[src/cbq_pkg.sv]
package cbq_pkg;

    localparam int SAMPLE_W    = 16;
    localparam int COEF_W      = 18;
    localparam int VAL_W       = 44;
    localparam int ACC_W       = 64;
    localparam int OUT_W       = 64;
    localparam int HALF_W      = VAL_W / 2;
    localparam int OP_W        = HALF_W + 1;
    localparam int PROD_W      = COEF_W + OP_W;
    localparam int INPUT_SHIFT = 8;

    localparam int MAX_SECTIONS       = 4;
    localparam int N_COEF             = 2 * MAX_SECTIONS;
    localparam int SEC_W              = $clog2(MAX_SECTIONS);
    localparam int COEF_IDX_W         = $clog2(N_COEF);
    localparam int CFG_IDX_W          = COEF_IDX_W + 1;
    localparam int DLY_ADDR_W         = 1 + SEC_W + 1;
    localparam int DEF_SECTIONS       = 4;
    localparam int DEF_COEF_FRAC_BITS = 16;

    localparam int STEP_W = 3;
    localparam logic [STEP_W-1:0] STEP_LAST = 3'd4;

    // delay slot within a section
    localparam logic SLOT_Z1 = 1'b0;
    localparam logic SLOT_Z2 = 1'b1;

    typedef logic signed [VAL_W-1:0]  t_val;
    typedef logic signed [COEF_W-1:0] t_coef;

    localparam t_coef COEF_RESET [N_COEF] = '{
        -18'sd128765, 18'sd64822, -18'sd127906, 18'sd63517,
        -18'sd127533, 18'sd62534, -18'sd127428, 18'sd62004
    };

    localparam logic signed [ACC_W-1:0] VAL_MAX = ACC_W'(t_val'({1'b0, {(VAL_W-1){1'b1}}}));
    localparam logic signed [ACC_W-1:0] VAL_MIN = ACC_W'(t_val'({1'b1, {(VAL_W-1){1'b0}}}));

    typedef struct packed {
        logic signed [SAMPLE_W-1:0] sample_re;
        logic signed [SAMPLE_W-1:0] sample_im;
        logic                       clear;
    } t_in_item;

    typedef struct packed {
        logic signed [OUT_W-1:0] out_re;
        logic signed [OUT_W-1:0] out_im;
        logic                    saturated;
    } t_out_item;

    typedef struct packed {
        logic start;
        logic issue;
        logic hi;
    } t_mac_ctl;

    typedef enum logic [2:0] {
        ST_IDLE,
        ST_RD1,
        ST_RD2,
        ST_MUL,
        ST_W,
        ST_Y,
        ST_DONE
    } t_state;

    function automatic t_val to_val(input logic signed [SAMPLE_W-1:0] s);
        return {{(VAL_W-SAMPLE_W-INPUT_SHIFT){s[SAMPLE_W-1]}}, s, {INPUT_SHIFT{1'b0}}};
    endfunction

    function automatic logic is_ovf(input logic signed [ACC_W-1:0] v);
        return (v > VAL_MAX) || (v < VAL_MIN);
    endfunction

    function automatic t_val sat_val(input logic signed [ACC_W-1:0] v);
        t_val r;
        if (v > VAL_MAX) begin
            r = VAL_MAX[VAL_W-1:0];
        end else if (v < VAL_MIN) begin
            r = VAL_MIN[VAL_W-1:0];
        end else begin
            r = v[VAL_W-1:0];
        end
        return r;
    endfunction

endpackage

[src/cbq_dly.sv]
module cbq_dly
    import cbq_pkg::*;
(
    input  logic                  i_clk,
    input  logic                  i_rst_n,
    input  logic                  i_clr,
    input  logic                  i_we,
    input  logic [DLY_ADDR_W-1:0] i_waddr,
    input  t_val                  i_wdata,
    input  logic [DLY_ADDR_W-1:0] i_raddr,
    output t_val                  o_rdata
);

    localparam int DEPTH = 2 ** DLY_ADDR_W;

    t_val             r_mem [DEPTH];
    logic [DEPTH-1:0] r_vld;
    t_val             r_rdata;

    always_ff @(posedge i_clk) begin
        if (!i_rst_n) begin
            r_vld <= '0;
        end else if (i_clr) begin
            r_vld <= '0;
        end else if (i_we) begin
            r_vld[i_waddr] <= 1'b1;
        end
    end

    always_ff @(posedge i_clk) begin
        if (i_we) begin
            r_mem[i_waddr] <= i_wdata;
        end
    end

    // an entry never written since clear reads as zero
    always_ff @(posedge i_clk) begin
        r_rdata <= r_vld[i_raddr] ? r_mem[i_raddr] : '0;
    end

    assign o_rdata = r_rdata;

endmodule

[config.mk]
export PLATFORM = sky130hd
export DESIGN_NAME = cbq_dly
export DESIGN_NICKNAME = d
export VERILOG_FILES = /design/src/cbq_pkg.sv /design/src/cbq_dly.sv
export SDC_FILE = /design/constraint.sdc
export NUM_CORES = 1
export LEC_CHECK = 0
export CORE_ASPECT_RATIO = 0.9
export CORE_MARGIN = 10
export CORE_UTILIZATION = 61
export CTS_CLUSTER_DIAMETER = 60
export DETAILED_ROUTE_END_ITERATION = 8
export DONT_BUFFER_PORTS = 1
export PLACE_DENSITY = 0.77
export SLEW_MARGIN = 20
export SYNTH_ARGS = -nofsm -noshare
export SYNTH_HDL_FRONTEND = slang
export SYNTH_SLANG_ARGS = --single-unit
[constraint.sdc]
create_clock -name i_clk -period 5.35 [get_ports i_clk]
set_input_delay 0 -clock i_clk [delete_from_list [all_inputs] [get_ports i_clk]]
set_output_delay 0 -clock i_clk [all_outputs]
set_load 0.01 [all_outputs]
==> results.json <==
{
  "dieArea_mm2": 0.0547,
  "post_drt_wl_per_cell_um": 29.8,
  "dr.first_iter.drc_count": 1737,
  "synth_seq_cells": 764,
  "layout-drive-gt1-share_pct": 25.0,
  "postSynthNetCount": 1244,
  "pin_count_of_the_biggest_net_entering_global_routing": 177,
  "final_max_slew_viol_count": 0,
  "root_buffer": "sky130_fd_sc_hd__clkbuf_16",
  "asyncSetResetFlopFracSynth_pct": 0,
  "die_h_um": 223,
  "cts_buffers": 73,
  "timing.critical_path.slowest_stage_cell": "sky130_fd_sc_hd__dlygate4sd3_1",
  "drt_first_pass_iters": 8,
  "p_per_area_mw_per_mm2": 384,
  "nNetsFinal": 1350,
  "rsz_0062_raised_after_global_routing": "no",
  "tritoncts": "built",
  "worst-endpoint-arrival_ps": 3440,
  "total_area_of_multi_input_combinational_cells_mm2": 0.00536,
  "grt_antenna_before_repair": 2,
  "timing.final.crit_share_pct": 55.0,
  "cpMostUsedCell": "sky130_fd_sc_hd__dlygate4sd3_1",
  "floorplan.core_area_mm2": 0.0453,
  "setup_viol": 0,
  "critical_path.startpoint_type": "flip-flop",
  "i_o_pin_count": 100,
  "gp_congestion": 0.681,
  "critical_path.cell_chain": "mux4_2 > dlygate4sd3_1 > a22oi_1 > dlygate4sd3_1 > a21oi_1 > dlygate4sd3_1",
  "worst_clock_skew_ps": 20.4,
  "post-dp-hpwl_mm": 26.1,
  "hold_violations": 0,
  "fin_setup_tns_ps": 0,
  "p_leak_nw": 9.92,
  "power.ir.vdd_worst_mv": 0.347,
  "synth.distinct_cells": 22,
  "worst-path-max-fanout": 1,
  "end_kind": "flip-flop",
  "mean_syn_cell_area_um2": 23.5,
  "via_count": 12907,
  "run_status": "complete, no violations",
  "grt_pass1_wl_mm": 88.3,
  "die_w_um": 245,
  "worst-endpoint-required_ps": 5840,
  "grt.total_usage_pct": 21.9,
  "max_stage_delay_ps": 600,
  "timing.reg2reg.worst_path_depth": 6,
  "clock_tree.buffer_depth": 3,
  "synth-main-ff-cell": "sky130_fd_sc_hd__edfxtp_1",
  "seqCellArea_mm2": 0.0223,
  "timing_worst_slew_pin_value_ps": 1050,
  "drt-vias-per-instance": 6.56,
  "grt_overflow_total": 0,
  "path_buf_inv": 3,
  "grt_pass1_vias": 13511,
  "worst_hold_path_type": "input pin to flip-flop",
  "tritoncts_num_sinks": 764,
  "remaining_number_of_nets_flagged_by_the_antenna_check_after_routing": 0,
  "synth_edf_count": 704,
  "port_buffers": 0,
  "synth_area_mm2": 0.0279,
  "final_cell_count_without_fillers": 1968,
  "achievable-frequency_ghz": 0.340,
  "min_clock_period_post_route_ps": 2940,
  "synth-warning-count": 0,
  "count_of_h_tree_levels_built_during_cts": 3,
  "cell_family_contributing_the_most_delay_on_the_critical_path": "buffers and inverters",
  "synth.yosys.seq_area_share_pct": 80.1,
  "flow.area_growth_from_synthesis_pct": 14.0,
  "placementRows": 74,
  "headroom_to_the_max_slew_limit_pct": 29.8,
  "drcViolationCount": 0,
  "cp.depth": 6,
  "timing.hold.worst_path_depth": 2,
  "wirelength_mm": 58.6,
  "initial_utilization_pct": 61.6,
  "place_inst": 1752,
  "path_clk_slew_ps": 70,
  "cap_violations": 0,
  "postSynthCellCount": 1188,
  "worstSetupPathType": "flip-flop to flip-flop",
  "clk-insertion-delay-late_ps": 610,
  "nFillCells": 2591
}
layout make-up:
type / instances / share of cell area (%)
Sequential cell: 764 / 70.3
Clock inverter: 35 / 0.846
Clock buffer: 100 / 6.58
Timing Repair Buffer: 96 / 3.02
Tap cell: 608 / 2.39
Antenna cell: 6 / 0.0472
Multi-Input combinational cell: 359 / 16.8
registers in the layout, summed over array words and instances (netlist names):
name     flops
r_vld       16
r_mem      704
o_rdata     44
kinds of logic (layout without fill, tap and decap cells):
kind of cell	Yosys count	in the layout	share of synthesized area (%)
buf+inv	65	231	1.14
compound gates	150	150	3.65
other cells	0	6	0
simple gates	29	29	0.538
mux	180	180	14.5
flops	764	764	80.1
worst register-to-register path, delay by kind of cell (launching register included):
family / cells / cell delay [ps]
flops: 1 / 370
mux: 1 / 450
buf+inv: 3 / 1780
compound gates: 2 / 230
report_power, final:
part	total (mW)	switching (mW)	leakage, nW	internal, mW
combinational	0.510	0.287	1.92	0.223
sequential	6.66	0.0300	6.84	6.63
clock	5.03	2.13	1.16	2.90
total	12.2	2.45	9.92	9.76
repair_timing:
action	CTS	global route
buffers inserted	0	0
endpoints found under the setup margin	0	0
hold buffers	75	0
hold endpoints to repair	764	0
gates resized for setup	0	0
metrics by stage:
stage | cell area (um^2) | setup WS, ps | hold slack (ps) | power, mW | util, %
after CTS | 31800 | 2450 | 31.4 | 12.3 | 70.2
after detailed placement | 28600 | 3020 | 99.9 | 7.12 | 63.2
after global routing | 31800 | 2320 | 62.5 | 12.6 | 70.2
after global placement | 28600 | 3090 | 99.8 | 7.10 | 63.2
final | 31800 | 2410 | 52.4 | 12.2 | 70.2
after floorplan | 27900 | 1270 | 98.9 | 7.09 | -
final timing paths:
kind | from | end | slack (ps)
worst min-delay path | i_waddr[0] | r_mem[0][19] | 50
worst max register to register | r_mem[4][17] | o_rdata[17] | 2410
worst min register to register | r_vld[13] | r_vld[13] | 470
worst max-delay path | r_mem[4][17] | o_rdata[17] | 2410
placed cells by master, fill, tap and decap left out:
cell type                         n
sky130_fd_sc_hd__o21a_1          16
sky130_fd_sc_hd__clkinvlp_4       5
sky130_fd_sc_hd__a21oi_1         44
sky130_fd_sc_hd__dlygate4sd3_1   72
sky130_fd_sc_hd__clkinv_4         1
sky130_fd_sc_hd__nand3_1          1
sky130_fd_sc_hd__clkbuf_8         8
sky130_fd_sc_hd__dfxtp_1         60
sky130_fd_sc_hd__mux4_2         180
sky130_fd_sc_hd__clkbuf_16       77
sky130_fd_sc_hd__nor2_4          14
sky130_fd_sc_hd__nor2b_1          1
sky130_fd_sc_hd__nor3_2           4
sky130_fd_sc_hd__bufinv_16        3
sky130_fd_sc_hd__clkinv_2        16
sky130_fd_sc_hd__nand2b_1         2
sky130_fd_sc_hd__clkbuf_1        15
sky130_fd_sc_hd__diode_2          6
sky130_fd_sc_hd__a22o_1           2
sky130_fd_sc_hd__edfxtp_1       704
sky130_fd_sc_hd__nor2b_4          2
sky130_fd_sc_hd__nand3b_1         2
sky130_fd_sc_hd__clkinv_1         7
sky130_fd_sc_hd__inv_6            3
sky130_fd_sc_hd__a22oi_1         88
sky130_fd_sc_hd__and2_2           1
sky130_fd_sc_hd__buf_4           21
sky130_fd_sc_hd__or3b_2           1
sky130_fd_sc_hd__nand2_1          1
sky130_fd_sc_hd__buf_16           3
cell usage after synthesis, types with 2 or more instances:
cell type                  instances  area (um^2)
sky130_fd_sc_hd__edfxtp_1        704        21100
sky130_fd_sc_hd__nor2b_1           3         18.8
sky130_fd_sc_hd__dfxtp_1          60         1200
sky130_fd_sc_hd__o21a_1           16          120
sky130_fd_sc_hd__buf_1            13         48.8
sky130_fd_sc_hd__mux4_2          180         4050
sky130_fd_sc_hd__a21oi_1          44          220
sky130_fd_sc_hd__buf_2            17         85.1
sky130_fd_sc_hd__nand2b_1          2         12.5
sky130_fd_sc_hd__clkbuf_1         25         93.8
sky130_fd_sc_hd__nor3_1            4         20.0
sky130_fd_sc_hd__a22oi_1          88          661
sky130_fd_sc_hd__nor2_1           13         48.8
sky130_fd_sc_hd__a22o_1            2         17.5
sky130_fd_sc_hd__buf_6             4         45.0
sky130_fd_sc_hd__buf_4             6         45.0
sky130_fd_sc_hd__nand3b_1          2         15.0
routing by layer:
metal	GRT usage (%)	part of all wire [%]	vias to the layer above
li1	-	-	5310
met4	5.85	1.7	0
met1	31.3	41	6929
met2	33.7	49	586
met5	0	0	-
met3	5.44	8.7	82
(Power assumes the default switching activity.)
