[src/cbq_pkg.sv]
package cbq_pkg;

    localparam int SAMPLE_W    = 16;
    localparam int COEF_W      = 18;
    localparam int VAL_W       = 44;
    localparam int ACC_W       = 64;
    localparam int OUT_W       = 64;
    localparam int HALF_W      = VAL_W / 2;
    localparam int OP_W        = HALF_W + 1;
    localparam int PROD_W      = COEF_W + OP_W;
    localparam int INPUT_SHIFT = 8;

    localparam int MAX_SECTIONS       = 4;
    localparam int N_COEF             = 2 * MAX_SECTIONS;
    localparam int SEC_W              = $clog2(MAX_SECTIONS);
    localparam int COEF_IDX_W         = $clog2(N_COEF);
    localparam int CFG_IDX_W          = COEF_IDX_W + 1;
    localparam int DLY_ADDR_W         = 1 + SEC_W + 1;
    localparam int DEF_SECTIONS       = 4;
    localparam int DEF_COEF_FRAC_BITS = 16;

    localparam int STEP_W = 3;
    localparam logic [STEP_W-1:0] STEP_LAST = 3'd4;

    // delay slot within a section
    localparam logic SLOT_Z1 = 1'b0;
    localparam logic SLOT_Z2 = 1'b1;

    typedef logic signed [VAL_W-1:0]  t_val;
    typedef logic signed [COEF_W-1:0] t_coef;

    localparam t_coef COEF_RESET [N_COEF] = '{
        -18'sd128765, 18'sd64822, -18'sd127906, 18'sd63517,
        -18'sd127533, 18'sd62534, -18'sd127428, 18'sd62004
    };

    localparam logic signed [ACC_W-1:0] VAL_MAX = ACC_W'(t_val'({1'b0, {(VAL_W-1){1'b1}}}));
    localparam logic signed [ACC_W-1:0] VAL_MIN = ACC_W'(t_val'({1'b1, {(VAL_W-1){1'b0}}}));

    typedef struct packed {
        logic signed [SAMPLE_W-1:0] sample_re;
        logic signed [SAMPLE_W-1:0] sample_im;
        logic                       clear;
    } t_in_item;

    typedef struct packed {
        logic signed [OUT_W-1:0] out_re;
        logic signed [OUT_W-1:0] out_im;
        logic                    saturated;
    } t_out_item;

    typedef struct packed {
        logic start;
        logic issue;
        logic hi;
    } t_mac_ctl;

    typedef enum logic [2:0] {
        ST_IDLE,
        ST_RD1,
        ST_RD2,
        ST_MUL,
        ST_W,
        ST_Y,
        ST_DONE
    } t_state;

    function automatic t_val to_val(input logic signed [SAMPLE_W-1:0] s);
        return {{(VAL_W-SAMPLE_W-INPUT_SHIFT){s[SAMPLE_W-1]}}, s, {INPUT_SHIFT{1'b0}}};
    endfunction

    function automatic logic is_ovf(input logic signed [ACC_W-1:0] v);
        return (v > VAL_MAX) || (v < VAL_MIN);
    endfunction

    function automatic t_val sat_val(input logic signed [ACC_W-1:0] v);
        t_val r;
        if (v > VAL_MAX) begin
            r = VAL_MAX[VAL_W-1:0];
        end else if (v < VAL_MIN) begin
            r = VAL_MIN[VAL_W-1:0];
        end else begin
            r = v[VAL_W-1:0];
        end
        return r;
    endfunction

endpackage

[src/cbq_mac.sv]
module cbq_mac
    import cbq_pkg::*;
#(
    parameter int COEF_FRAC_BITS = DEF_COEF_FRAC_BITS
) (
    input  logic                    i_clk,
    input  logic                    i_rst_n,
    input  t_mac_ctl                i_ctl,
    input  t_coef                   i_coef,
    input  t_val                    i_z,
    output logic signed [ACC_W-1:0] o_fb
);

    logic signed [OP_W-1:0]   w_op;
    logic signed [PROD_W-1:0] w_prod;
    logic signed [ACC_W-1:0]  w_half;
    logic signed [ACC_W-1:0]  w_addend;
    logic signed [PROD_W-1:0] r_prod;
    logic                     r_prod_vld;
    logic                     r_prod_hi;
    logic signed [ACC_W-1:0]  r_acc;

    // 44-bit delay split in halves: low half unsigned, high half signed
    assign w_op = i_ctl.hi ? {i_z[VAL_W-1], i_z[VAL_W-1:HALF_W]}
                           : {1'b0, i_z[HALF_W-1:0]};
    assign w_prod = i_coef * w_op;

    assign w_half   = ACC_W'(1) <<< (COEF_FRAC_BITS - 1);
    assign w_addend = r_prod_hi ? (ACC_W'(r_prod) <<< HALF_W) : ACC_W'(r_prod);

    always_ff @(posedge i_clk) begin
        if (!i_rst_n) begin
            r_prod_vld <= 1'b0;
        end else begin
            r_prod_vld <= i_ctl.issue;
        end
    end

    always_ff @(posedge i_clk) begin
        r_prod    <= w_prod;
        r_prod_hi <= i_ctl.hi;
        if (i_ctl.start) begin
            r_acc <= w_half;
        end else if (r_prod_vld) begin
            r_acc <= r_acc + w_addend;
        end
    end

    // arithmetic shift of the rounded sum is a floor division
    assign o_fb = r_acc >>> COEF_FRAC_BITS;

endmodule

[config.mk]
export PLATFORM = sky130hd
export DESIGN_NAME = cbq_mac
export DESIGN_NICKNAME = d
export VERILOG_FILES = /design/src/cbq_pkg.sv /design/src/cbq_mac.sv
export SDC_FILE = /design/constraint.sdc
export NUM_CORES = 1
export LEC_CHECK = 0
export CAP_MARGIN = 20
export CORE_AREA = 3 3 280 213
export CTS_CLUSTER_SIZE = 12
export DETAILED_ROUTE_END_ITERATION = 8
export DIE_AREA = 0 0 283 216
export DONT_BUFFER_PORTS = 1
export PLACE_DENSITY = 0.64
export REMOVE_ABC_BUFFERS = 1
export SLEW_MARGIN = 20
export SYNTH_ARGS = -nofsm -noshare
export SYNTH_HDL_FRONTEND = slang
export SYNTH_SLANG_ARGS = --single-unit
[constraint.sdc]
create_clock -name i_clk -period 6.63 [get_ports i_clk]
set_clock_uncertainty 0.2 [all_clocks]
set_input_delay 0.3315 -clock i_clk [delete_from_list [all_inputs] [get_ports i_clk]]
set_output_delay 0.3315 -clock i_clk [all_outputs]
set_load 0.02 [all_outputs]
==> parameters.txt <==
Parameter                              Value

Worst hold path
  Kind of path behind the tightest hold check    primary input to flip-flop

Die
  Io pins    131
  Number of placement rows    76
  Initial Util    39.99%
  Die area    61130 sq um
  Horizontal die dimension    283 um
  Y dimension of the die    between 200 and 250 um
  Core Region    between 50000 and 60000 sq um

Clock network
  Clock root buffer    clkbuf_16
  Clock H-tree levels    3
  Clock net sink count    roughly 110
  Insertion delay to the later sink of the worst-skew pair    0.37 ns
  Clock tree from TritonCTS    yes
  Maximum buffer depth of the clock tree    2
  CTS buffer count    9
  Clock-pin transition on the worst setup and hold timing paths    ~0.08 ns

Global route
  First-pass GRT wire length    98.60 mm
  Vias in the first global route    18649
  Largest net degree at the start of global routing    64
  Global routing usage summed across all routing layers    19.92%
  Number of antenna violations at the first check in global routing    1
  Overflow after GRT    0

STA
  Worst Slack Setup Final    roughly 0.27 ns
  Achievable clock frequency    157.2 MHz
  Final worst path period share    around 96%
  Final critical path time including I/O delays and setup    6.363 ns
  Worst slew pin tran    0.9605 ns
  Worst hold slack    0.03810 ns
  Final hold violation count    0
  Final setup violation count    0
  Headroom to the max-slew limit    35.97%
  Number of pins with negative max-slew slack in the final report    0
  Unrepaired setup endpoints after global routing    false

Final layout
  Fill cell total of the finished layout    between 5000 and 6000
  Net count of the finished layout    around 3200
  Antenna diode count    0
  Signed area change from the synthesized netlist to the final layout    4.764%
  Final Instance Area    roughly 24000 sq um
  Fraction of final layout cells with drive strength greater than 1    under 10%

Place
  Detailed Place HPWL    49.85 mm
  RD Place Congestion    0.9456
  Setup Slack @ Placement    -0.2655 ns
  Number of port buffers    0
  Placement Cell Area    23530 sq um

Detailed routing
  Via/cell ratio    slightly above 5
  Routed vias    17433
  Total length of routed wires    59.48 mm
  # DRC    0
  Average routed wire per standard cell    approximately 18 um
  DRC marker count from the first detailed-route iteration    approximately 1200
  Final antenna-violating net count    0
  Detailed-routing iteration count for the pre-antenna-repair pass    7

Run status
  Run status    complete, no violations

Synthesis
  Seq cells post-synth    107
  Library cells used by synthesis    79
  Total standard cell area after synthesis    22850 sq um
  Avg Cell Area, Syn    approximately 8.6 sq um
  Number of synthesized flops with an enable pin    0
  Count of warnings emitted by yosys    0
  Share of synthesized flip-flops with an asynchronous set or reset    0%
  Proportion of synthesized chip area in sequential cells    9.374%
  Synth Flop Type    dfxtp_1
  Post-synthesis cell count    2659

Worst setup path
  Kind of capture point of the worst setup path    flip-flop
  Data arrival time of the worst path    about 6.4 ns
  Setup crit start kind    primary input
  Crit Path Class    primary input to flip-flop
  Worst-case register-to-register setup slack    between 1.5 and 2 ns
  Critical path required time    6.68 ns
  Largest fanout on the critical path    32

Run
  Number of max-cap violations    0
## logic make-up after synthesis
| logic type | synth area share [%] |
|---|---|
| flip-flops | 9.374 |
| buffers and inverters | 12.45 |
| adder cells (fa/ha/maj) | 45.01 |
| multiplexers | 3.367 |
| XOR/XNOR | 3.449 |
| AND/OR/NAND/NOR | 16.26 |
| AO/OA/AOI/OAI | 10.10 |
## critical path, stage by stage
cell,delay [ns]
mux2_2,0.35
buf_4,0.14
and2_1,0.16
fa_1,0.51
inv_1,0.05
fa_1,0.46
fa_1,0.51
inv_1,0.06
fa_1,0.49
fa_1,0.49
inv_1,0.05
fa_1,0.47
inv_1,0.04
ha_1,0.28
and3_1,0.20
a221o_1,0.32
a21o_1,0.18
a31o_2,0.27
a32oi_4,0.26
a311oi_2,0.18
nor4_2,0.22
o21bai_1,0.11
a21oi_1,0.19
xnor2_1,0.08
## area by class of cell
cell class	count	area, sq um	area share, %
multi-input cells	1883	17890	74.74
flip-flops and latches	107	2148	8.974
inverters	493	1851	7.730
well taps	780	975.9	4.077
repair buffers	98	768.2	3.209
clock buffers	10	239.0	0.9982
clock inverters	6	65.06	0.2718
## cells in the mapped netlist, drive strengths merged (8+ instances only)
| library cell | instances | area, sq um |
|---|---|---|
| a211oi | 16 | 130.1 |
| a21o | 48 | 361.6 |
| a21oi | 120 | 600.6 |
| a31oi | 13 | 81.33 |
| and2 | 121 | 760.7 |
| and3 | 20 | 127.6 |
| buf | 82 | 576.8 |
| clkbuf | 94 | 417.9 |
| dfxtp | 107 | 2142 |
| fa | 410 | 8208 |
| ha | 166 | 2077 |
| inv | 493 | 1851 |
| mux2 | 39 | 439.2 |
| mux2i | 33 | 330.3 |
| nand2 | 381 | 1435 |
| nand2b | 13 | 81.33 |
| nand3 | 21 | 105.1 |
| nand4 | 18 | 112.6 |
| nor2 | 117 | 446.7 |
| nor2b | 45 | 281.5 |
| nor3 | 19 | 95.09 |
| o211ai | 13 | 107.6 |
| o21a | 15 | 112.6 |
| o21ai | 58 | 294.0 |
| o21bai | 18 | 135.1 |
| o22ai | 8 | 50.05 |
| or2 | 9 | 56.31 |
| xnor2 | 66 | 578.1 |
| xor2 | 24 | 210.2 |
## layer usage
metal | vias up | global-route usage (%) | part of all wire (%)
met5 | - | 0 | 0
met4 | 0 | 4.155 | 1.9
met3 | 79 | 2.386 | 6.2
met2 | 536 | 32.40 | 45
met1 | 8731 | 28.64 | 47
li1 | 8087 | - | -
## final timing paths
kind	start	end	cells past startpoint
min	i_coef[0]	r_prod[1]	2
min reg2reg	r_acc[6]	r_acc[6]	2
max	i_ctl[0]	r_prod[40]	24
max reg2reg	r_prod_hi	r_acc[57]	13
## cell usage in the layout, fill, tap and decap left out, types with 4 or more instances in the layout
cell / Yosys / final
mux2_2: 39 / 39
a31oi_1: 13 / 13
or4_1: 5 / 5
clkbuf_16: 0 / 9
a21oi_1: 120 / 120
dlygate4sd3_1: 0 / 5
o21ai_1: 5 / 6
buf_4: 65 / 92
inv_1: 493 / 493
a211oi_1: 14 / 14
xor2_1: 24 / 24
dfxtp_1: 107 / 104
nand4_1: 18 / 18
nand3_1: 21 / 21
ha_1: 166 / 166
a21o_1: 47 / 47
o21bai_1: 18 / 18
a41oi_1: 5 / 4
nand4b_1: 5 / 5
or3_1: 5 / 5
o21a_1: 15 / 15
xnor2_1: 66 / 66
o211ai_1: 11 / 11
and2_1: 119 / 119
mux2i_1: 33 / 32
nor3_1: 19 / 19
nor2_1: 116 / 116
o31ai_1: 4 / 4
and3_1: 18 / 18
fa_1: 410 / 410
nor2b_1: 45 / 45
nand2b_1: 13 / 13
o21ai_0: 52 / 51
nand2_1: 379 / 379
o22ai_1: 8 / 8
or2_2: 8 / 8
## what timing repair did
item | 4_1_cts | 5_1_grt
gates resized for setup | 0 | 4
endpoints found under the hold margin | 64 | 0
setup buffers | 0 | 0
hold buffers | 6 | 0
endpoints found under the setup margin | 0 | 4
## metrics by stage
| step | cells | TNS, ns | util (%) |
|---|---|---|---|
| floorplan | 2483 | 0 | - |
| global route | 3377 | 0 | 41.89 |
| CTS | 3377 | 0 | 41.85 |
| finish | 3377 | 0 | 41.89 |
| detailed placement | 3355 | -0.5260 | 41.18 |
| global placement | 3355 | -0.3671 | 41.18 |
## registers in the layout, summed over array words and instances (netlist names)
| name | cells |
|---|---|
| r_prod_vld | 1 |
| r_prod_hi | 1 |
| r_acc | 64 |
| r_prod | 41 |
Power is not shown: default switching activity piles up to over one toggle a cycle in this logic, so the estimate is an artifact.
